<file path="config.mk">
export PLATFORM = sky130hd
export DESIGN_NAME = sca_cfg_regs
export DESIGN_NICKNAME = d
export VERILOG_FILES = /design/src/assert_macros.svh /design/src/sca_pkg.sv /design/src/sca_cfg_regs.sv
export SDC_FILE = /design/constraint.sdc
export NUM_CORES = 1
export LEC_CHECK = 0
export CAP_MARGIN = 15
export CORE_MARGIN = 2
export CORE_UTILIZATION = 44
export DETAILED_ROUTE_END_ITERATION = 8
export DONT_BUFFER_PORTS = 1
export GPL_ROUTABILITY_DRIVEN = 0
export PLACE_DENSITY_LB_ADDON = 0.3
export SETUP_SLACK_MARGIN = 0.02
export SLEW_MARGIN = 10
export SYNTH_ARGS = -nofsm -noshare
export SYNTH_HDL_FRONTEND = slang
export SYNTH_SLANG_ARGS = --single-unit
</file>
<file path="constraint.sdc">
create_clock -name clk -period 0.9 [get_ports clk]
set_input_delay 0.18 -clock clk [delete_from_list [all_inputs] [get_ports clk]]
set_output_delay 0.18 -clock clk [all_outputs]
set_load 0.01 [all_outputs]
</file>
<file path="src/assert_macros.svh">
// Assertion macros shared by the shape coverage and blend RTL.
// No dependencies; included by files that carry concurrent assertions.
`ifndef ASSERT_MACROS_SVH
`define ASSERT_MACROS_SVH

// Check an implication property on the rising clock, idle while in reset.
`define SCA_ASSERT(lbl, clk, rst_n, prop, msg) \
    lbl: assert property (@(posedge clk) disable iff (!rst_n) (prop)) else $error(msg);

// Check that a condition in one cycle implies another in the next cycle.
`define SCA_ASSERT_NEXT(lbl, clk, rst_n, ante, cons, msg) \
    lbl: assert property (@(posedge clk) disable iff (!rst_n) (ante) |=> (cons)) \
        else $error(msg);

`endif

</file>
<file path="src/sca_pkg.sv">
// Package for the shape coverage alpha blend block: frame limits, register
// indexes, reset values and the structs passed between modules. No dependencies.
`default_nettype none

package sca_pkg;

    // Frame size in pixels
    localparam int FRAME_WIDTH  = 1024;
    localparam int FRAME_HEIGHT = 1024;

    // Field widths
    localparam int PIX_W   = 10;
    localparam int COLOR_W = 8;
    localparam int IDX_W   = 3;
    localparam int DATA_W  = 32;

    // Cosine of zero angle in Q1.14
    localparam logic [15:0] COS_ONE = 16'h4000;

    // Shape selector
    localparam logic SHAPE_RECT = 1'b0;
    localparam logic SHAPE_RING = 1'b1;

    // Full-scale alpha
    localparam logic [COLOR_W-1:0] ALPHA_MAX = 8'hFF;

    // Configuration register indexes
    typedef enum logic [IDX_W-1:0] {
        REG_SHAPE_MODE = 3'd0,
        REG_CENTER_X   = 3'd1,
        REG_CENTER_Y   = 3'd2,
        REG_EXTENT_A   = 3'd3,
        REG_EXTENT_B   = 3'd4,
        REG_ROT_COS    = 3'd5,
        REG_ROT_SIN    = 3'd6,
        REG_PAINT      = 3'd7
    } sca_reg_idx_t;

    // Configuration register contents
    typedef struct packed {
        logic        shape_mode;
        logic [15:0] center_x;
        logic [15:0] center_y;
        logic [14:0] extent_a;
        logic [14:0] extent_b;
        logic [15:0] rot_cos;
        logic [15:0] rot_sin;
        logic [31:0] paint;
    } sca_cfg_t;

    // Pipeline stage enables and the stage-3 valid
    typedef struct packed {
        logic en1;
        logic en2;
        logic en3;
        logic en_out;
        logic v3;
    } sca_pipe_t;

endpackage

`default_nettype wire

</file>
<file path="src/sca_cfg_regs.sv">
// Configuration register file for the shape coverage alpha blend block.
// Depends on sca_pkg for register indexes, reset values and sca_cfg_t.
`default_nettype none

module sca_cfg_regs (
    input  wire                         clk,
    input  wire                         rst_n,
    input  wire                         cfg_valid,
    input  wire  [sca_pkg::IDX_W-1:0]   cfg_index,
    input  wire  [sca_pkg::DATA_W-1:0]  cfg_data,
    output sca_pkg::sca_cfg_t           cfg
);
    import sca_pkg::*;

    sca_cfg_t cfg_reg;

    // Write one register per transaction, keeping its low bits
    always_ff @(posedge clk or negedge rst_n)
    begin
        if (!rst_n)
        begin
            cfg_reg.shape_mode <= SHAPE_RECT;
            cfg_reg.center_x   <= '0;
            cfg_reg.center_y   <= '0;
            cfg_reg.extent_a   <= '0;
            cfg_reg.extent_b   <= '0;
            cfg_reg.rot_cos    <= COS_ONE;
            cfg_reg.rot_sin    <= '0;
            cfg_reg.paint      <= '0;
        end
        else if (cfg_valid)
        begin
            case (sca_reg_idx_t'(cfg_index))
                REG_SHAPE_MODE: cfg_reg.shape_mode <= cfg_data[0];
                REG_CENTER_X:   cfg_reg.center_x   <= cfg_data[15:0];
                REG_CENTER_Y:   cfg_reg.center_y   <= cfg_data[15:0];
                REG_EXTENT_A:   cfg_reg.extent_a   <= cfg_data[14:0];
                REG_EXTENT_B:   cfg_reg.extent_b   <= cfg_data[14:0];
                REG_ROT_COS:    cfg_reg.rot_cos    <= cfg_data[15:0];
                REG_ROT_SIN:    cfg_reg.rot_sin    <= cfg_data[15:0];
                REG_PAINT:      cfg_reg.paint      <= cfg_data;
                default:        cfg_reg            <= cfg_reg;
            endcase
        end
    end

    assign cfg = cfg_reg;

endmodule

`default_nettype wire

</file>
==> impl_metrics.ini <==
[outcome]
outcome = finished, violations left
violated_checks = hold timing, setup timing

[critical_path]
worst_path_max_delay_cell = sky130_fd_sc_hd__dfrtp_1
r2r_setup_slack_ns = -0.02
timing_worst_setup_path_type = reg2out
worstPathArrival_ns = 0.98
worst_path_dominant_cell_family = flip-flops
critPathMaxStageDelay_ns = 0.42
setup.worst_path.end_class = output pin
worst_setup_path_start_kind = register
crit_path_buf_inv_count = 1
worstPathRequired_ns = 0.72
critical_path.max_fanout = 2
cp_cell_sequence = buf_6

[drt]
viasPerCell = 5.06
drc = 0
detail_route.wl_per_cell_um = 20.0
antenna_violating_nets_post_route = 0
detail_route.first_pass.iterations = 4
drt_first_iter_violations = 111
totalWireLength_um = 12100
dr_total_vias = 3057

[logic_synthesis]
ys_warn_count = 0
syn_avg_cell_area_um2 = 18.0
synthTopCellsByArea = sky130_fd_sc_hd__dfrtp_1 (63%), sky130_fd_sc_hd__mux2_2 (21%), sky130_fd_sc_hd__mux2_4 (9.0%)
yosys_register_bits = 127
netlist_instances = 278
synthDistinctLibCells = 13
syn-num-nets = 316
synth_area_um2 = 4990
post-synth-top-area-fraction_pct = 63.1
part_of_the_yosys_area_used_for_sequential_elements_pct = 63.7
synth.largest_area_cell = sky130_fd_sc_hd__dfrtp_1

[die]
die_y_um = 111
effective_utilization_at_floorplan_pct = 45.7
ios = 165
total_die_area_um2 = 12200
core_area_um2 = 10900
die_width_um = 111
row_count = 38

[power]
leakage_nw = 3.56
max-vdd-ir-drop_mv = 1.67
power.density_cell_area_nw_per_um2 = 2660

[sta]
finalSetupViolCount = 138
final_min_period_over_clock_period_pct = 129
setup-tns-final_ns = -23.17
rsz0062_at_grt = true
tightest_slew_ns = 0.303
timing_hold_violations_final = 127
timing.fmax_mhz = 863
worst_hold_slack_ns = -0.538
slew_headroom_pct = 79.7
post-route-worst-setup-slack_ns = -0.259
final_period_minus_worst_setup_slack_ns = 1.16
worst_clock_skew_ns = 0
final-max-slew-violation-count = 0

[layout]
layout-drive-gt1-share_pct = 63.1
nFillCells = 715
finalInstanceArea_um2 = 7600
final_util_pct = 69.5
layoutNonFillerInstCount = 604
n_antenna_cell = 0
layout-area-overhead-vs-synth_pct = 52.2
seq_cell_area_um2 = 3180
final_stage_net_count = 489
largest_reg_flops = 127
multiInputGateArea_um2 = 1690

[clock_tree]
worst_setup_hold_path_clk_slew_ns = 0.06
clock-root-buffer = sky130_fd_sc_hd__clkbuf_16
clock-sinks = 127
clock_latency_ns = 0.41
cts_buffer_depth = 2
tritoncts_clock_tree = done
cts.htree.levels = 4
cts_made_buffers = 17
postCtsHoldBufs = 32

[global_route]
grt_pass1_wl_um = 18700
grt.total_usage_pct = 20.0
antenna_found_initial = 0
grt_pass1_vias = 3338
globalRoute.totalOverflow = 0
grt_start_max_net_pins = 128

[placement]
postPlaceCellArea_um2 = 5940
port_buffers = 0
detailedPlacementHpwl_um = 7390
dpl.cell_count = 505
place_worst_setup_slack_ns = -0.263

[worst_hold_path]
min_path_type = in2async

[job]
max_cap_violations = 0
==> final timing paths <==
kind,to,from,depth (start not counted)
setup / recovery,cfg[123],cfg[123],1
hold / removal,cfg[105],rst_n,0
setup reg to reg,cfg[123],cfg[123],2
hold reg to reg,cfg[2],cfg[2],1
max in group asynchronous,cfg[126],rst_n,0
min in group clk,cfg[126],cfg_index[0],2
==> synth_stat cells <==
cell type                  count
sky130_fd_sc_hd__nand4b_4      3
sky130_fd_sc_hd__and4bb_1      3
sky130_fd_sc_hd__dfrtp_1     126
sky130_fd_sc_hd__nor4b_1       1
sky130_fd_sc_hd__buf_6         6
sky130_fd_sc_hd__buf_8         2
sky130_fd_sc_hd__nand4_2       1
sky130_fd_sc_hd__mux2_1        6
sky130_fd_sc_hd__buf_4         2
sky130_fd_sc_hd__dfstp_2       1
sky130_fd_sc_hd__mux2_2       91
sky130_fd_sc_hd__buf_2         6
sky130_fd_sc_hd__mux2_4       30
==> layer usage <==
metal	vias to the layer above	part of all wire, %	global-route usage (%)
met5	-	0	0
met4	0	2.1	8.58
met3	24	6.8	7.46
met2	120	49	32.9
met1	1571	42	23.6
li1	1342	-	-
==> through the flow <==
stage                     total power, W  hold WS (ns)
final                             0.0202        -0.538
after global routing              0.0211        -0.567
after CTS                         0.0200        -0.559
after detailed placement          0.0116        -0.113
after global placement            0.0114        -0.113
after floorplan                  0.00971        -0.116
==> placed cells by master (no fill, tap or decap), drive strengths merged <==
cell type / synthesis / layout
buf: 16 / 138
mux2: 127 / 127
dfrtp: 126 / 126
dlygate4sd3: 0 / 32
clkbuf: 0 / 27
and4bb: 3 / 3
nand4b: 3 / 3
bufinv: 0 / 3
clkinv: 0 / 2
nand4: 1 / 1
nor4b: 1 / 1
dfstp: 1 / 1
==> where the power goes <==
group	internal [W]	total (W)	leakage (nW)	switching, W
combinational	0.00344	0.00497	1.73	0.00153
clock	0.00479	0.00713	0.308	0.00234
sequential	0.00700	0.00813	1.52	0.00113
total	0.0152	0.0202	3.56	0.00500
==> what timing repair did <==
item | in CTS | in global routing
gates resized for setup | 93 | 28
pin swaps | 0 | 0
endpoints found under the setup margin | 127 | 156
cloned | 0 | 0
buffers inserted | 29 | 18
endpoints found under the hold margin | 254 | 127
==> cell families (layout without fill, tap and decap cells) <==
logic type,after synthesis,count (layout),share of synthesized area [%]
buffers and inverters,16,202,2.86
AND/OR/NAND/NOR,8,8,2.61
flip-flops,127,127,63.7
multiplexers,127,127,30.9
==> layout make-up <==
cell class / instances / area share (%)
sequential: 127 / 41.8
timing repair buffer: 170 / 25.4
multi-input combinational: 135 / 22.3
clock buffer: 27 / 6.88
tap: 140 / 2.30
clock inverter: 5 / 1.32
Power figures use the tool's default switching activity.
