File: src/assert_macros.svh
// Assertion macros shared by the shape coverage and blend RTL.
// No dependencies; included by files that carry concurrent assertions.
`ifndef ASSERT_MACROS_SVH
`define ASSERT_MACROS_SVH

// Check an implication property on the rising clock, idle while in reset.
`define SCA_ASSERT(lbl, clk, rst_n, prop, msg) \
    lbl: assert property (@(posedge clk) disable iff (!rst_n) (prop)) else $error(msg);

// Check that a condition in one cycle implies another in the next cycle.
`define SCA_ASSERT_NEXT(lbl, clk, rst_n, ante, cons, msg) \
    lbl: assert property (@(posedge clk) disable iff (!rst_n) (ante) |=> (cons)) \
        else $error(msg);

`endif

File: src/sca_pkg.sv
// Package for the shape coverage alpha blend block: frame limits, register
// indexes, reset values and the structs passed between modules. No dependencies.
`default_nettype none

package sca_pkg;

    // Frame size in pixels
    localparam int FRAME_WIDTH  = 1024;
    localparam int FRAME_HEIGHT = 1024;

    // Field widths
    localparam int PIX_W   = 10;
    localparam int COLOR_W = 8;
    localparam int IDX_W   = 3;
    localparam int DATA_W  = 32;

    // Cosine of zero angle in Q1.14
    localparam logic [15:0] COS_ONE = 16'h4000;

    // Shape selector
    localparam logic SHAPE_RECT = 1'b0;
    localparam logic SHAPE_RING = 1'b1;

    // Full-scale alpha
    localparam logic [COLOR_W-1:0] ALPHA_MAX = 8'hFF;

    // Configuration register indexes
    typedef enum logic [IDX_W-1:0] {
        REG_SHAPE_MODE = 3'd0,
        REG_CENTER_X   = 3'd1,
        REG_CENTER_Y   = 3'd2,
        REG_EXTENT_A   = 3'd3,
        REG_EXTENT_B   = 3'd4,
        REG_ROT_COS    = 3'd5,
        REG_ROT_SIN    = 3'd6,
        REG_PAINT      = 3'd7
    } sca_reg_idx_t;

    // Configuration register contents
    typedef struct packed {
        logic        shape_mode;
        logic [15:0] center_x;
        logic [15:0] center_y;
        logic [14:0] extent_a;
        logic [14:0] extent_b;
        logic [15:0] rot_cos;
        logic [15:0] rot_sin;
        logic [31:0] paint;
    } sca_cfg_t;

    // Pipeline stage enables and the stage-3 valid
    typedef struct packed {
        logic en1;
        logic en2;
        logic en3;
        logic en_out;
        logic v3;
    } sca_pipe_t;

endpackage

`default_nettype wire

File: src/sca_blend.sv
// Per-channel alpha blend with truncating divide by 255, and the output mux.
// Depends on sca_pkg and assert_macros.svh.
`default_nettype none

module sca_blend (
    input  wire                          clk,
    input  wire                          rst_n,
    input  sca_pkg::sca_pipe_t           ctrl,
    input  sca_pkg::sca_cfg_t            cfg,
    input  wire  [sca_pkg::COLOR_W-1:0]  background_red,
    input  wire  [sca_pkg::COLOR_W-1:0]  background_green,
    input  wire  [sca_pkg::COLOR_W-1:0]  background_blue,
    input  wire                          hit,
    output logic [sca_pkg::COLOR_W-1:0]  out_red,
    output logic [sca_pkg::COLOR_W-1:0]  out_green,
    output logic [sca_pkg::COLOR_W-1:0]  out_blue,
    output logic                         covered
);
    import sca_pkg::*;

    `include "assert_macros.svh"

    logic [7:0]  alpha, alpha_inv;

    // Stage 1: background
    logic [7:0]  bg1_r_reg, bg1_g_reg, bg1_b_reg;
    // Stage 2: weighted sums
    logic [15:0] n_r_reg, n_r_next, n_g_reg, n_g_next, n_b_reg, n_b_next;
    logic [7:0]  bg2_r_reg, bg2_g_reg, bg2_b_reg;
    // Stage 3: quotients
    logic [16:0] t_r, t_g, t_b;
    logic [7:0]  q_r_reg, q_r_next, q_g_reg, q_g_next, q_b_reg, q_b_next;
    logic [7:0]  bg3_r_reg, bg3_g_reg, bg3_b_reg;
    // Output
    logic [7:0]  out_red_reg, out_green_reg, out_blue_reg;
    logic        covered_reg;

    // Weight paint and background by alpha
    always_comb
    begin
        alpha     = cfg.paint[7:0];
        alpha_inv = ALPHA_MAX - alpha;
        n_r_next  = 16'(cfg.paint[31:24]) * 16'(alpha) + 16'(bg1_r_reg) * 16'(alpha_inv);
        n_g_next  = 16'(cfg.paint[23:16]) * 16'(alpha) + 16'(bg1_g_reg) * 16'(alpha_inv);
        n_b_next  = 16'(cfg.paint[15:8])  * 16'(alpha) + 16'(bg1_b_reg) * 16'(alpha_inv);
    end

    // Divide by 255: floor(n/255) = (n + 1 + n/256) / 256 for n up to 255*255
    always_comb
    begin
        t_r      = {1'b0, n_r_reg} + 17'd1 + 17'(n_r_reg[15:8]);
        t_g      = {1'b0, n_g_reg} + 17'd1 + 17'(n_g_reg[15:8]);
        t_b      = {1'b0, n_b_reg} + 17'd1 + 17'(n_b_reg[15:8]);
        q_r_next = t_r[15:8];
        q_g_next = t_g[15:8];
        q_b_next = t_b[15:8];
    end

    // Advance stages and select blended or background color
    always_ff @(posedge clk)
    begin
        if (ctrl.en1)
        begin
            bg1_r_reg <= background_red;
            bg1_g_reg <= background_green;
            bg1_b_reg <= background_blue;
        end
        if (ctrl.en2)
        begin
            n_r_reg   <= n_r_next;
            n_g_reg   <= n_g_next;
            n_b_reg   <= n_b_next;
            bg2_r_reg <= bg1_r_reg;
            bg2_g_reg <= bg1_g_reg;
            bg2_b_reg <= bg1_b_reg;
        end
        if (ctrl.en3)
        begin
            q_r_reg   <= q_r_next;
            q_g_reg   <= q_g_next;
            q_b_reg   <= q_b_next;
            bg3_r_reg <= bg2_r_reg;
            bg3_g_reg <= bg2_g_reg;
            bg3_b_reg <= bg2_b_reg;
        end
        if (ctrl.en_out)
        begin
            out_red_reg   <= hit ? q_r_reg : bg3_r_reg;
            out_green_reg <= hit ? q_g_reg : bg3_g_reg;
            out_blue_reg  <= hit ? q_b_reg : bg3_b_reg;
            covered_reg   <= hit;
        end
    end

    assign out_red   = out_red_reg;
    assign out_green = out_green_reg;
    assign out_blue  = out_blue_reg;
    assign covered   = covered_reg;

    // An uncovered pixel passes its background through
    `SCA_ASSERT_NEXT(a_pass_through, clk, rst_n, ctrl.en_out && ctrl.v3 && !hit, out_red_reg == $past(bg3_r_reg) && out_green_reg == $past(bg3_g_reg) && out_blue_reg == $past(bg3_b_reg), "uncovered pixel changed color")
    // Full alpha gives the paint color
    `SCA_ASSERT_NEXT(a_alpha_full, clk, rst_n, ctrl.en_out && ctrl.v3 && hit && cfg.paint[7:0] == ALPHA_MAX, out_red_reg == $past(cfg.paint[31:24]) && out_green_reg == $past(cfg.paint[23:16]) && out_blue_reg == $past(cfg.paint[15:8]), "full alpha did not give paint color")
    // Zero alpha gives the background even when covered
    `SCA_ASSERT_NEXT(a_alpha_zero, clk, rst_n, ctrl.en_out && ctrl.v3 && cfg.paint[7:0] == 8'h00, out_red_reg == $past(bg3_r_reg) && out_green_reg == $past(bg3_g_reg) && out_blue_reg == $past(bg3_b_reg), "zero alpha changed color")

endmodule

`default_nettype wire

File: config.mk
export PLATFORM = sky130hd
export DESIGN_NAME = sca_blend
export DESIGN_NICKNAME = d
export VERILOG_FILES = /design/src/sca_pkg.sv /design/src/sca_blend.sv
export VERILOG_INCLUDE_DIRS = /design/src /design/src/src
export SDC_FILE = /design/constraint.sdc
export NUM_CORES = 1
export LEC_CHECK = 0
export ABC_CLOCK_PERIOD_IN_PS = 6600
export BUFFER_PORTS_ARGS = -buffer_cell sky130_fd_sc_hd__buf_2
export CAP_MARGIN = 20
export CORE_MARGIN = 2
export CORE_UTILIZATION = 56
export CTS_BUF_LIST = sky130_fd_sc_hd__clkbuf_16
export DETAILED_ROUTE_END_ITERATION = 16
export GPL_TIMING_DRIVEN = 0
export PLACE_DENSITY = 0.88
export SLEW_MARGIN = 20
export SYNTH_ARGS = -nofsm -noshare
export SYNTH_HDL_FRONTEND = slang
export SYNTH_SLANG_ARGS = --single-unit
File: constraint.sdc
create_clock -name clk -period 6.6 [get_ports clk]
set_input_delay 1.32 -clock clk [delete_from_list [all_inputs] [get_ports clk]]
set_output_delay 1.32 -clock clk [all_outputs]
set_load 0.1 [all_outputs]
==> flow_summary_export.csv, run 1 <==
group,metric,value,unit
final_layout,syn_to_final_growth,9.274,%
sta,setup_ws,0.1423,ns
floorplan,dieArea,0.03608,mm^2
floorplan,rows,68,
sta,setup_viol,0,
sta,finalSetupTns,0,ns
cts,clock_latency,0.47,ns
detailed_routing,drc,0,
detailed_routing,vias,13087,
detailed_routing,ant_nets,0,
hold_path,hold_path_end,"bg3_b_reg[2]",
detailed_routing,drt-vias-per-instance,5.538,
critical_path,rr_endpoint,"n_g_reg[14]",
critical_path,end_kind,"flop",
global_routing,grt_pass1_wl,73170,um
place,pre_cts_ws,-1.163,ns
synth,synth_area,0.01936,mm^2
critical_path,r2r.worst_path.cells,18,
detailed_routing,wirelength,44740,um
cts,clk_pin_slew_worst_paths,0.08,ns
critical_path,worstPathArrival,6.65,ns
critical_path,crit_required,6.80,ns
synth,yosys.area.top_type,"fa_1",
place,portBuffers,78,
global_routing,grt-ovfl-total,0,
sta,post-route-min-period,6.458,ns
synth,async_reset_ff_share,0,%
hold_path,hp-start,"bg2_b_reg[2]",
synth,synth_top_area_share,29.78,%
sta,whs,0.4144,ns
final_layout,fillers,2545,
synth,synth_seq_cells,169,
critical_path,path_class,"input pin to flop",
detailed_routing,routedWlPerCell,18.93,um
cts,cts_sinks,169,
floorplan,coreArea,0.03429,mm^2
cts,htree_levels,4,
sta,hold_viol,0,
sta,max_freq,154.9,MHz
synth,synth_edf_count,169,
status,status,"complete, no violations",
sta,skew,0.02118,ns
critical_path,rrSetupSlack,0.78,ns
floorplan,die_h,189.9,um
place,gp_congestion,0.9335,
critical_path,critPathLaunchType,"input pin",
cts,cts_setup_buffers,0,
critical_path,timing.rr.start,"bg1_g_reg[5]",
floorplan,initial_core_util,56.46,%
cts,cts.path.max_buffers,2,
cts,numCtsBuffers,17,
final_layout,final_nets,2547,
sta,slew-limit-headroom,41.92,%
synth,synth.yosys.seq_area_share,26.21,%
detailed_routing,drt_pre_antenna_iters,5,
floorplan,ios,184,
hold_path,min_path_cells,0,
sta,fin_crit_sh,97.84,%
cts,cts_tree,"done",
global_routing,grt_use_total,26.69,%
synth,synthCells,1793,
synth,postSynthAreaPerCell,10.80,um^2
global_routing,grt_pass1_vias,14614,
synth,ys_warn_count,0,
detailed_routing,detailedRoute.firstIterationViolations,1073,
global_routing,grt_max_degree,54,
final_layout,layout-drive-gt1-share,9.234,%
sta,worst_pin_slew,0.8712,ns
sta,rsz0062_at_grt,"yes",
synth,synth_cell_type_count,47,
place,dp_hpwl,35180,um
global_routing,antenna_found_initial,1,
synth,synthTopCellsByArea,"fa_1 (30%), edfxtp_1 (26%), ha_1 (13%), inv_1 (8.2%), nor2b_1 (4.4%)",
cts,clockRootBuffer,"clkbuf_16",
critical_path,path_max_fanout,10,
hold_path,hp-class,"flop to flop",
sta,slew_viol_final,0,
run,cap_viol_max_count,0,
synth,ys.flop_type,"edfxtp_1",
cts,cts_hold_buf,0,
floorplan,die_w,189.9,um
[metrics by stage]
step	cell area, um^2	utilization (%)	cells
after floorplan	19380	-	1795
after global placement	20340	59.31	2328
after detailed placement	20370	59.40	2329
after CTS	21020	61.29	2361
after global routing	21150	61.68	2361
final	21160	61.70	2363
[per-layer routing]
layer | global-route usage, % | share of wire [%]
met1 | 31.73 | 36
met2 | 45.09 | 50
met3 | 6.991 | 9.9
met4 | 13.15 | 4.3
met5 | 0 | 0
[what timing repair did]
action / CTS / global route
resized for setup: 23 / 76
endpoints found under the setup margin: 17 / 14
pin swaps: 0 / 1
[layout make-up]
| class | count | area, um^2 | share of cell area (%) |
|---|---|---|---|
| multi-input cells | 1161 | 12580 | 59.49 |
| flip-flops and latches | 169 | 5075 | 23.99 |
| inverters | 421 | 1580 | 7.470 |
| well taps | 455 | 569.3 | 2.691 |
| clock buffers | 17 | 425.4 | 2.011 |
| repair buffers | 79 | 422.9 | 1.999 |
| plain buffers | 44 | 307.8 | 1.455 |
| clock inverters | 15 | 185.2 | 0.8753 |
| diodes | 2 | 5.005 | 0.02366 |
[kinds of logic (layout without fill, tap and decap cells)]
family | after synthesis | count (layout) | share of synthesized area (%)
and+or+nand+nor | 456 | 456 | 13.11
xor gates and xnor gates | 68 | 68 | 3.076
AOI/OAI and AO/OA | 112 | 112 | 3.832
muxes | 27 | 27 | 1.570
buffers and inverters | 465 | 576 | 9.016
adders and majority gates | 495 | 495 | 43.16
DFF | 169 | 169 | 26.21
other | 1 | 5 | 0.01937
[worst max-delay path by stage]
stage          startpoint          end  slack, ns  cells past startpoint
2_1_floorplan      cfg[4]  n_b_reg[15]       0.01                     16
3_3_place_gp       cfg[0]  n_r_reg[15]      -0.95                     19
3_5_place_dp       cfg[0]  n_r_reg[15]      -1.16                     19
4_1_cts            cfg[7]  n_r_reg[15]      0.002                     19
5_1_grt            cfg[1]  n_b_reg[15]      -0.03                     18
6_report           cfg[3]  n_g_reg[14]       0.14                     19
[worst max-delay path: stages]
cell	delay, ns
clkbuf_2	0.22
clkbuf_2	0.29
nand2b_1	0.24
fa_1	0.43
fa_1	0.49
inv_1	0.06
fa_1	0.57
fa_1	0.46
fa_1	0.51
inv_1	0.06
fa_1	0.49
inv_1	0.05
ha_1	0.35
o21ai_0	0.24
nand2b_1	0.11
a31oi_1	0.33
o21ai_1	0.13
a21oi_1	0.18
xnor2_1	0.10
[layout by cell type, fill, tap and decap left out, types with 6 or more instances in the layout]
master,instances
fa_1,288
xor2_1,15
mux2_2,27
buf_2,80
nor2_1,16
and2_1,112
ha_1,207
nand3_1,15
inv_1,421
o21a_1,7
xnor2_1,53
clkbuf_1,15
clkbuf_16,17
nor2b_1,136
a21o_1,7
a21oi_1,34
edfxtp_1,169
buf_6,11
o211ai_1,7
nand2_1,102
clkbuf_4,7
a211oi_1,6
o21ai_1,7
nand2b_1,58
o21ai_0,15
[Yosys cell counts, drive strengths merged (4+ instances only)]
cell,instances
a211oi,8
a21o,8
a21oi,35
a31oi,4
and2,112
and3,5
clkbuf,44
edfxtp,169
fa,288
ha,207
inv,421
mux2,27
nand2,102
nand2b,58
nand3,15
nor2,16
nor2b,136
o211ai,7
o21a,7
o21ai,22
o21bai,4
xnor2,53
xor2,15
Power of run 1 is not shown: default switching activity piles up to over one toggle a cycle in this logic, so the estimate is an artifact.
==> run 2: changes to the inputs <==
--- a/config.mk
+++ b/config.mk
@@ -10,11 +10,11 @@
 export BUFFER_PORTS_ARGS = -buffer_cell sky130_fd_sc_hd__buf_2
 export CAP_MARGIN = 20
 export CORE_MARGIN = 2
-export CORE_UTILIZATION = 56
+export CORE_UTILIZATION = 50
 export CTS_BUF_LIST = sky130_fd_sc_hd__clkbuf_16
 export DETAILED_ROUTE_END_ITERATION = 16
 export GPL_TIMING_DRIVEN = 0
-export PLACE_DENSITY = 0.88
+export PLACE_DENSITY = 0.72
 export SLEW_MARGIN = 20
 export SYNTH_ARGS = -nofsm -noshare
 export SYNTH_HDL_FRONTEND = slang
==> flow_summary_export.csv, run 2 (synthesis results as in run 1) <==
group,metric,value,unit
floorplan,initial_core_util,50.33,%
final_layout,syn_to_final_growth,9.707,%
critical_path,path_max_fanout,10,
critical_path,crit_required,6.80,ns
detailed_routing,drc,0,
cts,clockRootBuffer,"clkbuf_16",
place,dpl_cell_area,0.02045,mm^2
floorplan,rows,72,
global_routing,antenna_found_initial,3,
cts,htree_levels,4,
critical_path,end_kind,"flop",
critical_path,path_class,"input pin to flop",
floorplan,die_w,200.8,um
cts,clock_latency,0.47,ns
detailed_routing,vias,12562,
sta,finalSetupTns,0,ns
sta,skew,0.01788,ns
floorplan,ios,184,
sta,slew-limit-headroom,39.22,%
critical_path,crit_chain,"clkbuf_2 -> buf_6 -> nand2b_1 -> fa_1 -> fa_1 -> inv_1 -> fa_1 -> fa_1 -> fa_1 -> inv_1 -> fa_1 -> inv_1 -> ha_1 -> o21ai_0 -> nand2b_1 -> a31oi_1 -> o21ai_1 -> a21oi_1 -> xnor2_1",
critical_path,crit_top_cell,"fa_1",
cts,cts_tree,"done",
sta,setup_ws,0.2040,ns
detailed_routing,ant_nets,0,
sta,hold_viol,0,
floorplan,coreArea,0.03847,mm^2
place,dp_hpwl,34960,um
sta,slew_viol_final,0,
status,status,"complete, no violations",
cts,cts_setup_buffers,0,
final_layout,final_nets,2547,
final_layout,finalInstanceArea,0.02124,mm^2
global_routing,grt_pass1_wl,71690,um
global_routing,grt-ovfl-total,0,
sta,worst_pin_slew,0.9117,ns
place,gp_congestion,0.8665,
cts,cts_sinks,169,
detailed_routing,drt_pre_antenna_iters,6,
detailed_routing,detailedRoute.firstIterationViolations,842,
sta,setup_viol,0,
detailed_routing,routedWlPerCell,18.07,um
global_routing,grt_max_degree,59,
hold_path,hp-class,"flop to flop",
final_layout,layout_commonest_cell,"inv_1",
place,portBuffers,78,
sta,fin_crit_sh,96.91,%
sta,max_freq,156.3,MHz
cts,cts_hold_buf,0,
run,cap_viol_max_count,0,
floorplan,die_h,200.8,um
critical_path,critPathBufInv,5,
critical_path,slowest_delay,0.56,ns
sta,post-route-min-period,6.396,ns
floorplan,dieArea,0.04031,mm^2
global_routing,grt_use_total,23.20,%
global_routing,grt_pass1_vias,13943,
place,dpl.cell_count,2392,
critical_path,rrSetupSlack,0.89,ns
cts,numCtsBuffers,17,
critical_path,critPathLaunchType,"input pin",
critical_path,slowest_stage,"fa_1",
final_layout,layout-drive-gt1-share,9.182,%
final_layout,final_cell_mix,"inv_1 (422), fa_1 (288), ha_1 (207)",
cts,cts.path.max_buffers,2,
detailed_routing,wirelength,43830,um
cts,clk_pin_slew_worst_paths,0.07,ns
place,pre_cts_ws,-1.230,ns
critical_path,cp_top_family,"adder cells",
critical_path,worstPathArrival,6.59,ns
final_layout,fin_cells,2426,
detailed_routing,drt-vias-per-instance,5.178,
final_layout,fillers,3333,
[run 2: cell count changes in the layout (fill, tap and decap cells not counted), moves of 2 or more]
cell,before,now
clkinv_8,4,0
clkbuf_2,5,8
buf_4,2,4
bufinv_16,1,3
clkbuf_4,7,5
[run 2: cell type report]
cell class / count / area [um^2] / area share [%]
plain buffers: 44 / 291.5 / 1.373
flip-flops and latches: 169 / 5075 / 23.89
clock inverters: 15 / 190.2 / 0.8954
repair buffers: 79 / 422.9 / 1.991
clock buffers: 17 / 425.4 / 2.003
multi-input cells: 1161 / 12600 / 59.33
inverters: 421 / 1580 / 7.440
diodes: 2 / 5.005 / 0.02356
well taps: 518 / 648.1 / 3.052
[run 2: timing repair]
action / in CTS / in global routing
pin swaps: 0 / 4
cloned: 0 / 0
endpoints found under the hold margin: 0 / 0
resized for setup: 25 / 66
endpoints found under the setup margin: 17 / 15
[run 2: final timing paths]
path / cells past startpoint / from / end
min: 0 / bg2_g_reg[0] / bg3_g_reg[0]
max: 19 / cfg[0] / n_g_reg[14]
max reg2reg: 18 / bg1_r_reg[5] / n_r_reg[13]
min reg2reg: 0 / bg2_g_reg[0] / bg3_g_reg[0]
[run 2: metrics by stage]
step / hold slack, ns / utilization (%)
after global routing: 0.4265 / 55.21
after global placement: 0.4022 / 53.07
after detailed placement: 0.4045 / 53.15
final: 0.4174 / 55.21
after floorplan: 0.4003 / -
after CTS: 0.4191 / 54.86
[run 2: metal layers]
| layer | part of all wire (%) | routed length (um) | vias up | GRT usage [%] |
|---|---|---|---|---|
| met2 | 49 | 21620 | 402 | 39.45 |
| met4 | 2.6 | 1118 | 2 | 7.302 |
| met5 | 0.030 | 13 | - | 0 |
| li1 | - | - | 5745 | - |
| met3 | 7.5 | 3271 | 72 | 6.136 |
| met1 | 41 | 17800 | 6341 | 29.02 |
Power of run 2 is left out for the same reason.
